File: src/hdl/atrf_pkg.sv
`default_nettype none

package atrf_pkg;

  // Field widths
  localparam int ByteW   = 8;
  localparam int MacW    = 64;
  localparam int NetW    = 16;
  localparam int CfgIdxW = 2;
  localparam int TotalW  = 9;
  localparam int StepW   = 5;

  // Frame constants
  localparam logic [ByteW-1:0]  Delimiter      = 8'h7E;
  localparam logic [ByteW-1:0]  FrameType      = 8'h10;
  localparam logic [ByteW-1:0]  CsumBase       = 8'hFF;
  localparam logic [ByteW-1:0]  ZeroByte       = 8'h00;
  localparam logic [ByteW-1:0]  MaxPayload     = 8'd255;
  localparam logic [TotalW-1:0] LenOverhead    = 9'd14;
  localparam logic [NetW-1:0]   NetAddrDefault = 16'hFFFE;

  // Register reset values
  localparam logic [MacW-1:0] DestMacReset = 64'h0000_0000_0000_FFFF;
  localparam logic [NetW-1:0] DestNetReset = 16'hFFFE;

  // Configuration register indexes
  typedef enum logic [CfgIdxW-1:0] {
    CFG_DEST_MAC = 2'd0,
    CFG_DEST_NET = 2'd1
  } cfg_idx_e;

  // Position within the emitted sequence for one item
  typedef enum logic [StepW-1:0] {
    STEP_DELIM   = 5'd0,
    STEP_LEN_HI  = 5'd1,
    STEP_LEN_LO  = 5'd2,
    STEP_TYPE    = 5'd3,
    STEP_IDENT   = 5'd4,
    STEP_MAC7    = 5'd5,
    STEP_MAC6    = 5'd6,
    STEP_MAC5    = 5'd7,
    STEP_MAC4    = 5'd8,
    STEP_MAC3    = 5'd9,
    STEP_MAC2    = 5'd10,
    STEP_MAC1    = 5'd11,
    STEP_MAC0    = 5'd12,
    STEP_ADDR_HI = 5'd13,
    STEP_ADDR_LO = 5'd14,
    STEP_RADIUS  = 5'd15,
    STEP_OPTIONS = 5'd16,
    STEP_PAYLOAD = 5'd17,
    STEP_CSUM    = 5'd18
  } step_e;

  // Everything the header byte selector needs
  typedef struct packed {
    step_e             step;
    logic [ByteW-1:0]  count;
    logic [ByteW-1:0]  ident;
    logic [MacW-1:0]   mac;
    logic [NetW-1:0]   net_addr;
  } hdr_t;

endpackage

`default_nettype wire

File: src/hdl/api_tx_request_framer.sv
`default_nettype none

// Transmit-request framer. Each input item is one payload byte; an item with
// first_byte_i set opens a frame and produces the 17-byte header, the byte
// itself and, for a one-byte frame, the checksum (up to 19 output items).
// Later payload bytes pass through at one item per cycle while out_stall_i is low;
// the last one is followed by the checksum item marked by end_of_frame_o. Bytes
// with first_byte_i low while no frame is open are dropped without output.
// The block has one item register feeding one output register and emits one
// frame byte per cycle unless out_stall_i holds it, so in_stall_o stays high
// through a header burst and during a checksum; otherwise, with no output stall,
// an item is taken every cycle. Configuration (index 0 destination MAC, 1 network
// address) is always ready and must be written only while the block is idle.
module api_tx_request_framer (
  input  logic                          clk_i,
  input  logic                          rst_ni,
  // Payload byte stream
  input  logic                          in_valid_i,
  output logic                          in_stall_o,
  input  logic [atrf_pkg::ByteW-1:0]    payload_byte_i,
  input  logic                          first_byte_i,
  input  logic [atrf_pkg::ByteW-1:0]    payload_len_i,
  input  logic [atrf_pkg::ByteW-1:0]    frame_ident_i,
  // Frame byte stream
  output logic                          out_valid_o,
  input  logic                          out_stall_i,
  output logic [atrf_pkg::ByteW-1:0]    frame_byte_o,
  output logic                          end_of_frame_o,
  // Configuration writes
  input  logic                          cfg_valid_i,
  output logic                          cfg_ready_o,
  input  logic [atrf_pkg::CfgIdxW-1:0]  cfg_index_i,
  input  logic [atrf_pkg::MacW-1:0]     cfg_data_i
);
  import atrf_pkg::*;

  // Item register
  logic             item_vld_q, item_vld_d;
  logic [ByteW-1:0] item_byte_q;
  logic [ByteW-1:0] item_len_q;
  logic [ByteW-1:0] item_ident_q;
  step_e            step_q, step_d;

  // Frame state and configuration
  logic [ByteW-1:0] sum_q, sum_d;
  logic [ByteW-1:0] rem_q, rem_d;
  logic             open_q, open_d;
  logic [MacW-1:0]  mac_q;
  logic [NetW-1:0]  net_q;

  // Output register
  logic             out_vld_q;
  logic [ByteW-1:0] out_byte_q;
  logic             out_eof_q;

  logic             item_load;
  logic             out_free;
  logic             emit;
  logic             last;
  logic             advance;
  logic             done;
  logic [ByteW-1:0] count;
  logic [ByteW-1:0] rem_after;
  logic [ByteW-1:0] hdr_byte;
  logic [ByteW-1:0] byte_sel;
  logic             eof_sel;
  hdr_t             hdr;

  assign cfg_ready_o = 1'b1;

  // Clamp the payload count to 1..MaxPayload
  always_comb begin
    count = item_len_q;
    if (item_len_q == '0) begin
      count = ByteW'(1);
    end else if (item_len_q > MaxPayload) begin
      count = MaxPayload;
    end
  end

  assign hdr = '{step: step_q, count: count, ident: item_ident_q,
                 mac: mac_q, net_addr: net_q};

  atrf_hdr_sel u_hdr_sel (
    .hdr_i  (hdr),
    .byte_o (hdr_byte)
  );

  assign out_free  = !out_vld_q || !out_stall_i;
  assign rem_after = (rem_q == '0) ? '0 : rem_q - ByteW'(1);

  // Sequencer: next step, frame state and the byte for this cycle
  always_comb begin
    step_d   = step_q;
    sum_d    = sum_q;
    rem_d    = rem_q;
    open_d   = open_q;
    emit     = 1'b1;
    last     = 1'b0;
    byte_sel = hdr_byte;
    eof_sel  = 1'b0;

    case (step_q)
      STEP_PAYLOAD: begin
        emit     = open_q;
        byte_sel = item_byte_q;
        last     = !open_q || (rem_after != '0);
      end
      STEP_CSUM: begin
        byte_sel = CsumBase - sum_q;
        eof_sel  = 1'b1;
        last     = 1'b1;
      end
      default: begin
        emit = 1'b1;
      end
    endcase

    advance = item_vld_q && (out_free || !emit);
    done    = advance && last;

    if (advance) begin
      if (!last) begin
        step_d = step_e'(5'(step_q) + 5'd1);
      end
      case (step_q)
        STEP_DELIM: begin
          sum_d  = '0;
          rem_d  = count;
          open_d = 1'b1;
        end
        STEP_PAYLOAD: begin
          if (open_q) begin
            sum_d = sum_q + item_byte_q;
            rem_d = rem_after;
          end
        end
        STEP_CSUM: begin
          open_d = 1'b0;
        end
        default: begin
          if (step_q inside {[STEP_TYPE:STEP_OPTIONS]}) begin
            sum_d = sum_q + hdr_byte;
          end
        end
      endcase
    end
  end

  // Input handshake: take a new item once the current one is finished
  assign in_stall_o = item_vld_q && !done;
  assign item_load  = in_valid_i && !in_stall_o;

  always_comb begin
    item_vld_d = item_vld_q;
    if (item_load) begin
      item_vld_d = 1'b1;
    end else if (done) begin
      item_vld_d = 1'b0;
    end
  end

  // Control registers
  always_ff @(posedge clk_i or negedge rst_ni) begin
    if (!rst_ni) begin
      item_vld_q <= 1'b0;
      step_q     <= STEP_DELIM;
      sum_q      <= '0;
      rem_q      <= '0;
      open_q     <= 1'b0;
      out_vld_q  <= 1'b0;
      mac_q      <= DestMacReset;
      net_q      <= DestNetReset;
    end else begin
      item_vld_q <= item_vld_d;
      sum_q      <= sum_d;
      rem_q      <= rem_d;
      open_q     <= open_d;
      // First-byte items always open a frame at the delimiter step
      if (item_load) begin
        step_q <= first_byte_i ? STEP_DELIM : STEP_PAYLOAD;
      end else begin
        step_q <= step_d;
      end
      if (out_free) begin
        out_vld_q <= item_vld_q && emit;
      end
      if (cfg_valid_i && cfg_ready_o) begin
        case (cfg_index_i)
          CFG_DEST_MAC: mac_q <= cfg_data_i;
          CFG_DEST_NET: net_q <= cfg_data_i[NetW-1:0];
          default: ;
        endcase
      end
    end
  end

  // Payload registers
  always_ff @(posedge clk_i) begin
    if (item_load) begin
      item_byte_q  <= payload_byte_i;
      item_len_q   <= payload_len_i;
      item_ident_q <= frame_ident_i;
    end
    if (advance && emit) begin
      out_byte_q <= byte_sel;
      out_eof_q  <= eof_sel;
    end
  end

  assign out_valid_o    = out_vld_q;
  assign frame_byte_o   = out_byte_q;
  assign end_of_frame_o = out_eof_q;

endmodule

`default_nettype wire

File: src/hdl/atrf_hdr_sel.sv
`default_nettype none

module atrf_hdr_sel (
  input  atrf_pkg::hdr_t                 hdr_i,
  output logic [atrf_pkg::ByteW-1:0]     byte_o
);
  import atrf_pkg::*;

  logic [TotalW-1:0] total;
  logic [NetW-1:0]   addr;
  logic [2:0]        mac_idx;

  // Length field covers frame type through the payload
  assign total   = LenOverhead + {1'b0, hdr_i.count};
  // Zero network address goes out as the default
  assign addr    = (hdr_i.net_addr == '0) ? NetAddrDefault : hdr_i.net_addr;
  // MAC goes out high byte first
  assign mac_idx = 3'(5'(STEP_MAC0) - 5'(hdr_i.step));

  always_comb begin
    byte_o = ZeroByte;
    if (hdr_i.step inside {[STEP_MAC7:STEP_MAC0]}) begin
      byte_o = hdr_i.mac[{mac_idx, 3'b000} +: ByteW];
    end else begin
      case (hdr_i.step)
        STEP_DELIM:   byte_o = Delimiter;
        STEP_LEN_HI:  byte_o = ByteW'(total >> ByteW);
        STEP_LEN_LO:  byte_o = total[ByteW-1:0];
        STEP_TYPE:    byte_o = FrameType;
        STEP_IDENT:   byte_o = hdr_i.ident;
        STEP_ADDR_HI: byte_o = addr[NetW-1:ByteW];
        STEP_ADDR_LO: byte_o = addr[ByteW-1:0];
        default:      byte_o = ZeroByte;
      endcase
    end
  end

endmodule

`default_nettype wire

File: config.mk
export PLATFORM = sky130hd
export DESIGN_NAME = api_tx_request_framer
export DESIGN_NICKNAME = d
export VERILOG_FILES = /design/src/hdl/atrf_pkg.sv /design/src/hdl/api_tx_request_framer.sv /design/src/hdl/atrf_hdr_sel.sv
export SDC_FILE = /design/constraint.sdc
export NUM_CORES = 1
export LEC_CHECK = 0
export BUFFER_PORTS_ARGS = -buffer_cell sky130_fd_sc_hd__buf_2
export CAP_MARGIN = 20
export CORE_ASPECT_RATIO = 1.75
export CORE_UTILIZATION = 57
export DETAILED_ROUTE_END_ITERATION = 8
export PLACE_DENSITY = 0.89
export REMOVE_ABC_BUFFERS = 1
export SLEW_MARGIN = 30
export SYNTH_ARGS = -nofsm -noshare
export SYNTH_HDL_FRONTEND = slang
export SYNTH_SLANG_ARGS = --single-unit
File: constraint.sdc
create_clock -name clk_i -period 5.1 [get_ports clk_i]
set_input_delay 0.51 -clock clk_i [delete_from_list [all_inputs] [get_ports clk_i]]
set_output_delay 0.51 -clock clk_i [all_outputs]
set_load 0.005 [all_outputs]
# Yosys cells after proc, flatten, opt, wreduce, memory -nomap -nowiden

Cells that the tools add are included.

Order comparisons: 5
Shift operators: 1
Add/subtract/negate cells: 7
Reductions and logical operators: 34
Eq/ne operators: 11
Multiplexer cells: 22
Bitwise logic cells: 1

Operator list:

| kind                                                                  | count |
|---|---|
| 64-bit by 7-bit indexed part select with 8-bit output                 | 1 |
| 8-bit two-way mux                                                     | 7 |
| 8-bit case mux with 7 select lines                                    | 1 |
| 8-bit case mux with 2 select lines                                    | 2 |
| 8-bit case mux with 3 select lines                                    | 1 |
| 5-bit two-way mux                                                     | 4 |
| 8-bit adder                                                           | 2 |
| 16-bit zero test                                                      | 1 |
| 8-bit zero test                                                       | 2 |
| 16-bit two-way mux                                                    | 1 |
| 5-bit by 2-bit equality test with 1-bit output, second input constant | 2 |
| 5-bit by 4-bit equality test with 1-bit output, second input constant | 2 |
| 5-bit equality test, second input constant                            | 2 |
| 4-bit by 8-bit adder with 9-bit output, first input constant          | 1 |
| 8-bit greater-than comparator, second input constant                  | 1 |
| 1-bit logical AND                                                     | 8 |
| 2-bit AND reduction                                                   | 4 |
| 2-bit nonzero test                                                    | 4 |
| 8-bit nonzero test                                                    | 1 |
| 8-bit by 1-bit subtractor with 8-bit output, second input constant    | 1 |
| 8-bit subtractor, first input constant                                | 1 |
| 1-bit zero test                                                       | 6 |
| 5-bit by 1-bit adder with 5-bit output, second input constant         | 1 |
| 5-bit by 1-bit equality test with 1-bit output, second input constant | 1 |
| 17 further kinds                                                      | 24 |

Bits of input ports: 96
Word-level logic and storage cells: 94
Flip-flop bits (word level): 137
Output and inout port bits: 12

# Logic depth before layout (Yosys ltp)

Depth in word-level cells: 12
Depth in mapped cells: 20
Gate-level depth less buffers: 17

# Modules after synthesis

A second synthesis with hierarchy kept.

Cells, all modules: 568
Area, all modules: 7,053.0 um2

By module, submodules not included:

| module                | area each (um2) | instances | seq. area each (um2) | cells an instance |
|---|---|---|---|---|
| api_tx_request_framer | 5,906.9         | 1         | 3,632.2              | 439 |
| atrf_hdr_sel          | 1,146.1         | 1         | 0.0                  | 129 |

# Worst setup path after synthesis

Ideal clock, no wire load.

Kind: flip-flop to flip-flop
Start: reg step_q[0]
End: reg sum_q[6]
Path buffers: 4
Setup time: 0.135 ns
Cell stages (with the launch flop): 21
Path slack: 1.218 ns
Arrival: 3.747 ns
Required time: 4.965 ns
Clock period less this slack: 3.882 ns
Cells stage by stage: dfrtp_1 > buf_4 > buf_4 > inv_1 > ha_1 > clkbuf_1 > buf_1 > mux4_2 > mux2i_1 > nand2_1 > a22o_1 > ha_1 > inv_1 > fa_1 > nor2b_1 > o21ai_0 > nand2b_1 > a21o_1 > a21oi_1 > xor2_1 > o31ai_1

Longest elaborated chain between the ends: 6
Elaborated cells between the ends (all ways): 30
Those cells by class: add/sub (2); order compare (4); eq/ne (9); shift (1); mux (5); bitwise (1); reduce/logical (8)

RTL lines:

| what                                                                                | line                                                       | source |
|---|---|---|
| start, declared                                                                     | api_tx_request_framer.sv:42                                | `step_e step_q, step_d;` |
| start signal, assigned                                                              | api_tx_request_framer.sv:181                               | `step_q <= first_byte_i ? STEP_DELIM : STEP_PAYLOAD;` |
| start signal, assigned                                                              | api_tx_request_framer.sv:183                               | `step_q <= step_d;` |
| 3-bit subtractor, or another cell as far along                                      | atrf_hdr_sel.sv:18                                         | `assign mac_idx = 3'(5'(STEP_MAC0) - 5'(hdr_i.step));` |
| 64-bit by 7-bit indexed part select with 8-bit output, or another cell as far along | atrf_hdr_sel.sv:23                                         | `byte_o = hdr_i.mac[{mac_idx, 3'b000} +: ByteW];` |
| 8-bit two-way mux or 1-bit zero test (tied branches)                                | atrf_hdr_sel.sv:22, api_tx_request_framer.sv:119           |  |
| 8-bit adder or 1-bit logical OR (tied branches)                                     | api_tx_request_framer.sv:143, api_tx_request_framer.sv:119 |  |
| 8-bit two-way mux or 1-bit logical AND (tied branches)                              | api_tx_request_framer.sv:142, api_tx_request_framer.sv:119 |  |
| 8-bit case mux with 3 select lines or 4-bit AND reduction (tied branches)           | --                                                         |  |
| end signal, assigned                                                                | api_tx_request_framer.sv:176                               | `sum_q <= sum_d;` |
| end, declared                                                                       | api_tx_request_framer.sv:45                                | `logic [ByteW-1:0] sum_q, sum_d;` |

Several ways; a longest one is shown, not always the timed one. The select of a mux whose other input is x is not followed.
A chain may end at the register's enable or synchronous reset.

# Final worst setup path

Same ends and word-level chain as after synthesis.

==> results.txt <==
* Result of the run: complete, but fails checks
- Violated checks: DRC
- Global-route wire length before repair: 25300 um
- The first detailed-routing pass took 9 iterations.
- The number of antenna diodes in the final layout is 0.
- Traced cell by cell, the critical path runs through buf_4, inv_1, ha_1, mux4_2, mux2_2, o21ai_1, nand2_1, inv_2, fa_1, nor2b_1, o21ai_0, nand2b_1, a21o_1, a21oi_1, xor2_1, o31ai_1.
- Path depth of the worst reg2reg path: 16
- Die outline width: 84.5 um
* Endpoint of the lowest-slack register-to-register path: sum_q[6]
- PnR Total Power: 4.82 mW
- Ratio of cells with drive above 1 in the final layout: 44.5%
- TritonCTS built the clock tree.
- Share of async-settable or async-resettable flops after synthesis: 75.9%
- Routed wire length per instance: 20.5 um
- The floorplan step defined a die boundary enclosing 0.0124 mm^2.
- Number of storage elements in the synthesis netlist: 137
* # IOs: 108
- Starting utilization of the core area: 58.6%
* Final worst hold slack: 0.0770 ns
- Transition time at the pin with the least slew margin: 0.904 ns
- The number of failing hold endpoints at the final stage came to 0.
* FMAX: 0.238 GHz
- At the end of the flow, the number of nets in the layout was 738.
* Count of max-cap constraint violations: 0
- Summing the sequential cell areas from Yosys gives 53.6% of the chip area.
- The tree built by TritonCTS fans out to 137 sinks.
- Internal power contribution: 3.05 mW
- Routability congestion estimate: 0.894
* Synthesized cell area: 0.00678 mm^2
- The share of synthesized area in the top cell type comes to 26.9%.
- STA puts the critical path data arrival time at 4.51 ns.
* Violation count after the first detailed-route iteration: 436
* Synth top area cells: dfrtp_1 27%, edfxtp_1 15%, mux2_2 14%
* Post-synthesis area per instance: 13.0 um^2
* Clock transition at the register clock pins on the worst setup and hold paths after CTS: 0.07 ns
- In this design, the stage delay of the slowest critical-path cell is 0.78 ns.
- In this run the worst setup path terminates at sum_q[6].
- Hold repair after CTS inserted 0 buffers.
- Standard cell with the maximum stage delay on the critical path: ha_1
- In this run the power density over the cells is 604 mW/mm^2.
* Minimum clock period: 4.20 ns
- The critical path starts at step_q[0].
- IO buf count: 106
- Resized cells post-CTS: 0
- The longest clock path from root to sink contains 2 buffers.
* Synth warnings: 0
* Area growth syn-to-layout: 17.7%
- Share of the cycle needed by the critical path after routing: 82.4%
- The worst setup path is captured at a flip-flop.
- Setup repair after global routing left no endpoint under its margin.
* Insertion delay of the later-clocked pin in the worst-skew pair: 0.42 ns
- Across the VDD grid, the largest voltage drop is 0.405 mV.
* Total congestion overflow after global routing: 0
- Overall fraction of global-route tracks in use: 27.0%
- Fin util: 68.9%
- In this run the power spent charging and discharging nets is 1.77 mW.
- Count of cell types in the netlist: 68
* Final Max Slew Viols: 0
* Post-route DRC violation count: 3
* Switch share: 36.7%
* Worst setup path class: reg2reg
- Number of enable-type register cells in the synthesized netlist: 33
* Antenna viol nets, final: 0
- Buffers added to address setup during post-CTS repair amount to 0.
* Number of buffers added by the clock tree synthesis step: 17
* Setup TNS: 0 ns
- Setup violations remaining at the end of the flow were counted as 0.
* Worst setup SP type: flip-flop
* Root buf cell: clkbuf_16
* Sum of routed wire length over all layers: 15900 um
- In this run the static leakage power is 3.36 nW.
* Combinational share of power: 39.3%
* R2R setup slack: 0.90 ns
- At the worst endpoint, the required time is 5.41 ns.
- Clk pwr share: 25.0%
- Height of the chip: 146 um
* Worst-case clock skew: 0.00897 ns
- The worst register-to-register path begins at step_q[0].
- Hpwl dp: 11500 um
* Number of placement rows: 52
- After technology mapping, the gate count stands at 523.
* Sequential share of power: 35.7%
* Hold WC Path Type: in2async
- Summed over all instances, the cell type with the most area after synthesis is dfrtp_1.
- The floorplan step defined a core boundary enclosing 0.0116 mm^2.
- The number of global-route vias before repair is 5029.
- The routed layout has 4855 vias.
* Number of H-tree levels: 4
- Crit-path max FO: 24
- After detailed routing, the number of vias per cell comes to 6.26.
- Entering global routing, the biggest net connects 65 pins.
- Dominant register cell in the synthesized netlist: dfrtp_1
- Worst slew margin relative to its limit: 39.5%
- Number of antenna violations at the first check in global routing: 0
-- flip-flops by register name (all words and copies together), names as in the netlist, 8 cells and up --
name / count
frame_byte_o: 8
item_byte_q: 8
item_ident_q: 8
item_len_q: 8
mac_q: 64
net_q: 16
rem_q: 8
sum_q: 8
-- layout make-up --
| cell class | count | area (um^2) |
|---|---|---|
| tap | 135 | 169 |
| clock inverter | 15 | 156 |
| multi-input combinational | 346 | 2980 |
| fill | 781 | 3600 |
| clock buffer | 17 | 425 |
| timing repair buffer | 110 | 563 |
| sequential | 137 | 3630 |
| inverter | 15 | 56.3 |
-- synth_stat cells, types with 3 or more instances --
cell	instances
o21ai_1	4
mux2i_1	8
o21bai_1	9
dfrtp_1	73
o31ai_1	6
a22o_1	12
nor3_1	7
mux2_2	82
a21oi_1	17
dfstp_2	31
xnor2_1	5
a2bb2oi_1	3
nand2b_1	8
inv_1	14
clkbuf_1	14
buf_2	5
nor4_1	6
mux4_2	15
edfxtp_1	33
nor2b_1	4
nand2_1	38
nand4_1	8
buf_4	4
xor2_1	6
o21ai_0	29
ha_1	14
nor2_1	10
-- logic make-up (layout without fill, tap and decap cells) --
family / after synthesis / after routing / share of synthesized area, %
DFF: 137 / 137 / 53.6
AOI/OAI and AO/OA: 107 / 107 / 10.8
muxes: 106 / 106 / 20.2
and+or+nand+nor: 105 / 105 / 8.27
buffers and inverters: 40 / 157 / 2.64
adders and majority gates: 15 / 15 / 2.88
xor gates and xnor gates: 12 / 12 / 1.66
other: 1 / 1 / 0.0553
-- per-layer routing --
metal	global-route usage (%)	routed length [um]
met1	29.8	5720
met2	47.5	8560
met3	5.43	745
met4	16.4	860
met5	0	0
-- power by group through the flow --
stage	clock network (mW)	logic [mW]	registers, mW
final	1.21	1.89	1.72
after floorplan	0	1.34	1.68
after global routing	1.26	2.05	1.75
after global placement	0	1.77	1.71
after CTS	1.21	1.88	1.71
after detailed placement	0	1.85	1.72
-- worst max-delay path: cells and delay by family, from the launching register on --
kind / cells / cell delay, ns
simple gates: 3 / 0.33
xor+xnor: 1 / 0.10
compound gates: 5 / 1.08
mux: 2 / 0.69
fa+ha+maj: 2 / 0.97
buf+inv: 3 / 0.60
flops: 1 / 0.33
-- worst min path at each step --
stage / end / cells after the start
2_1_floorplan: item_vld_q / 0
3_5_place_dp: mac_q[17] / 1
3_3_place_gp: mac_q[54] / 1
4_1_cts: mac_q[51] / 1
5_1_grt: mac_q[51] / 1
6_report: mac_q[53] / 1
-- metrics by stage --
step           instances  setup WS (ns)  instance area, um^2
2_1_floorplan        498         -0.855                 6660
3_3_place_gp         743           1.17                 7400
3_5_place_dp         743           1.03                 7400
4_1_cts              775          0.909                 7980
5_1_grt              775          0.692                 7980
6_report             775          0.899                 7980
-- cell usage in the layout (no fill, tap or decap), drive strengths merged, types with 3 or more instances in the layout --
cell type / instances
a21oi: 17
a22o: 12
a2bb2oi: 3
buf: 110
clkbuf: 17
clkinvlp: 3
dfrtp: 73
dfstp: 31
edfxtp: 33
ha: 14
inv: 24
mux2: 82
mux2i: 8
mux4: 16
nand2: 39
nand2b: 8
nand3: 3
nand4: 8
nor2: 12
nor2b: 4
nor3: 8
nor3b: 4
nor4: 6
o21ai: 33
o21bai: 9
o31ai: 6
xnor2: 5
xor2: 7
(Power assumes the default switching activity.)
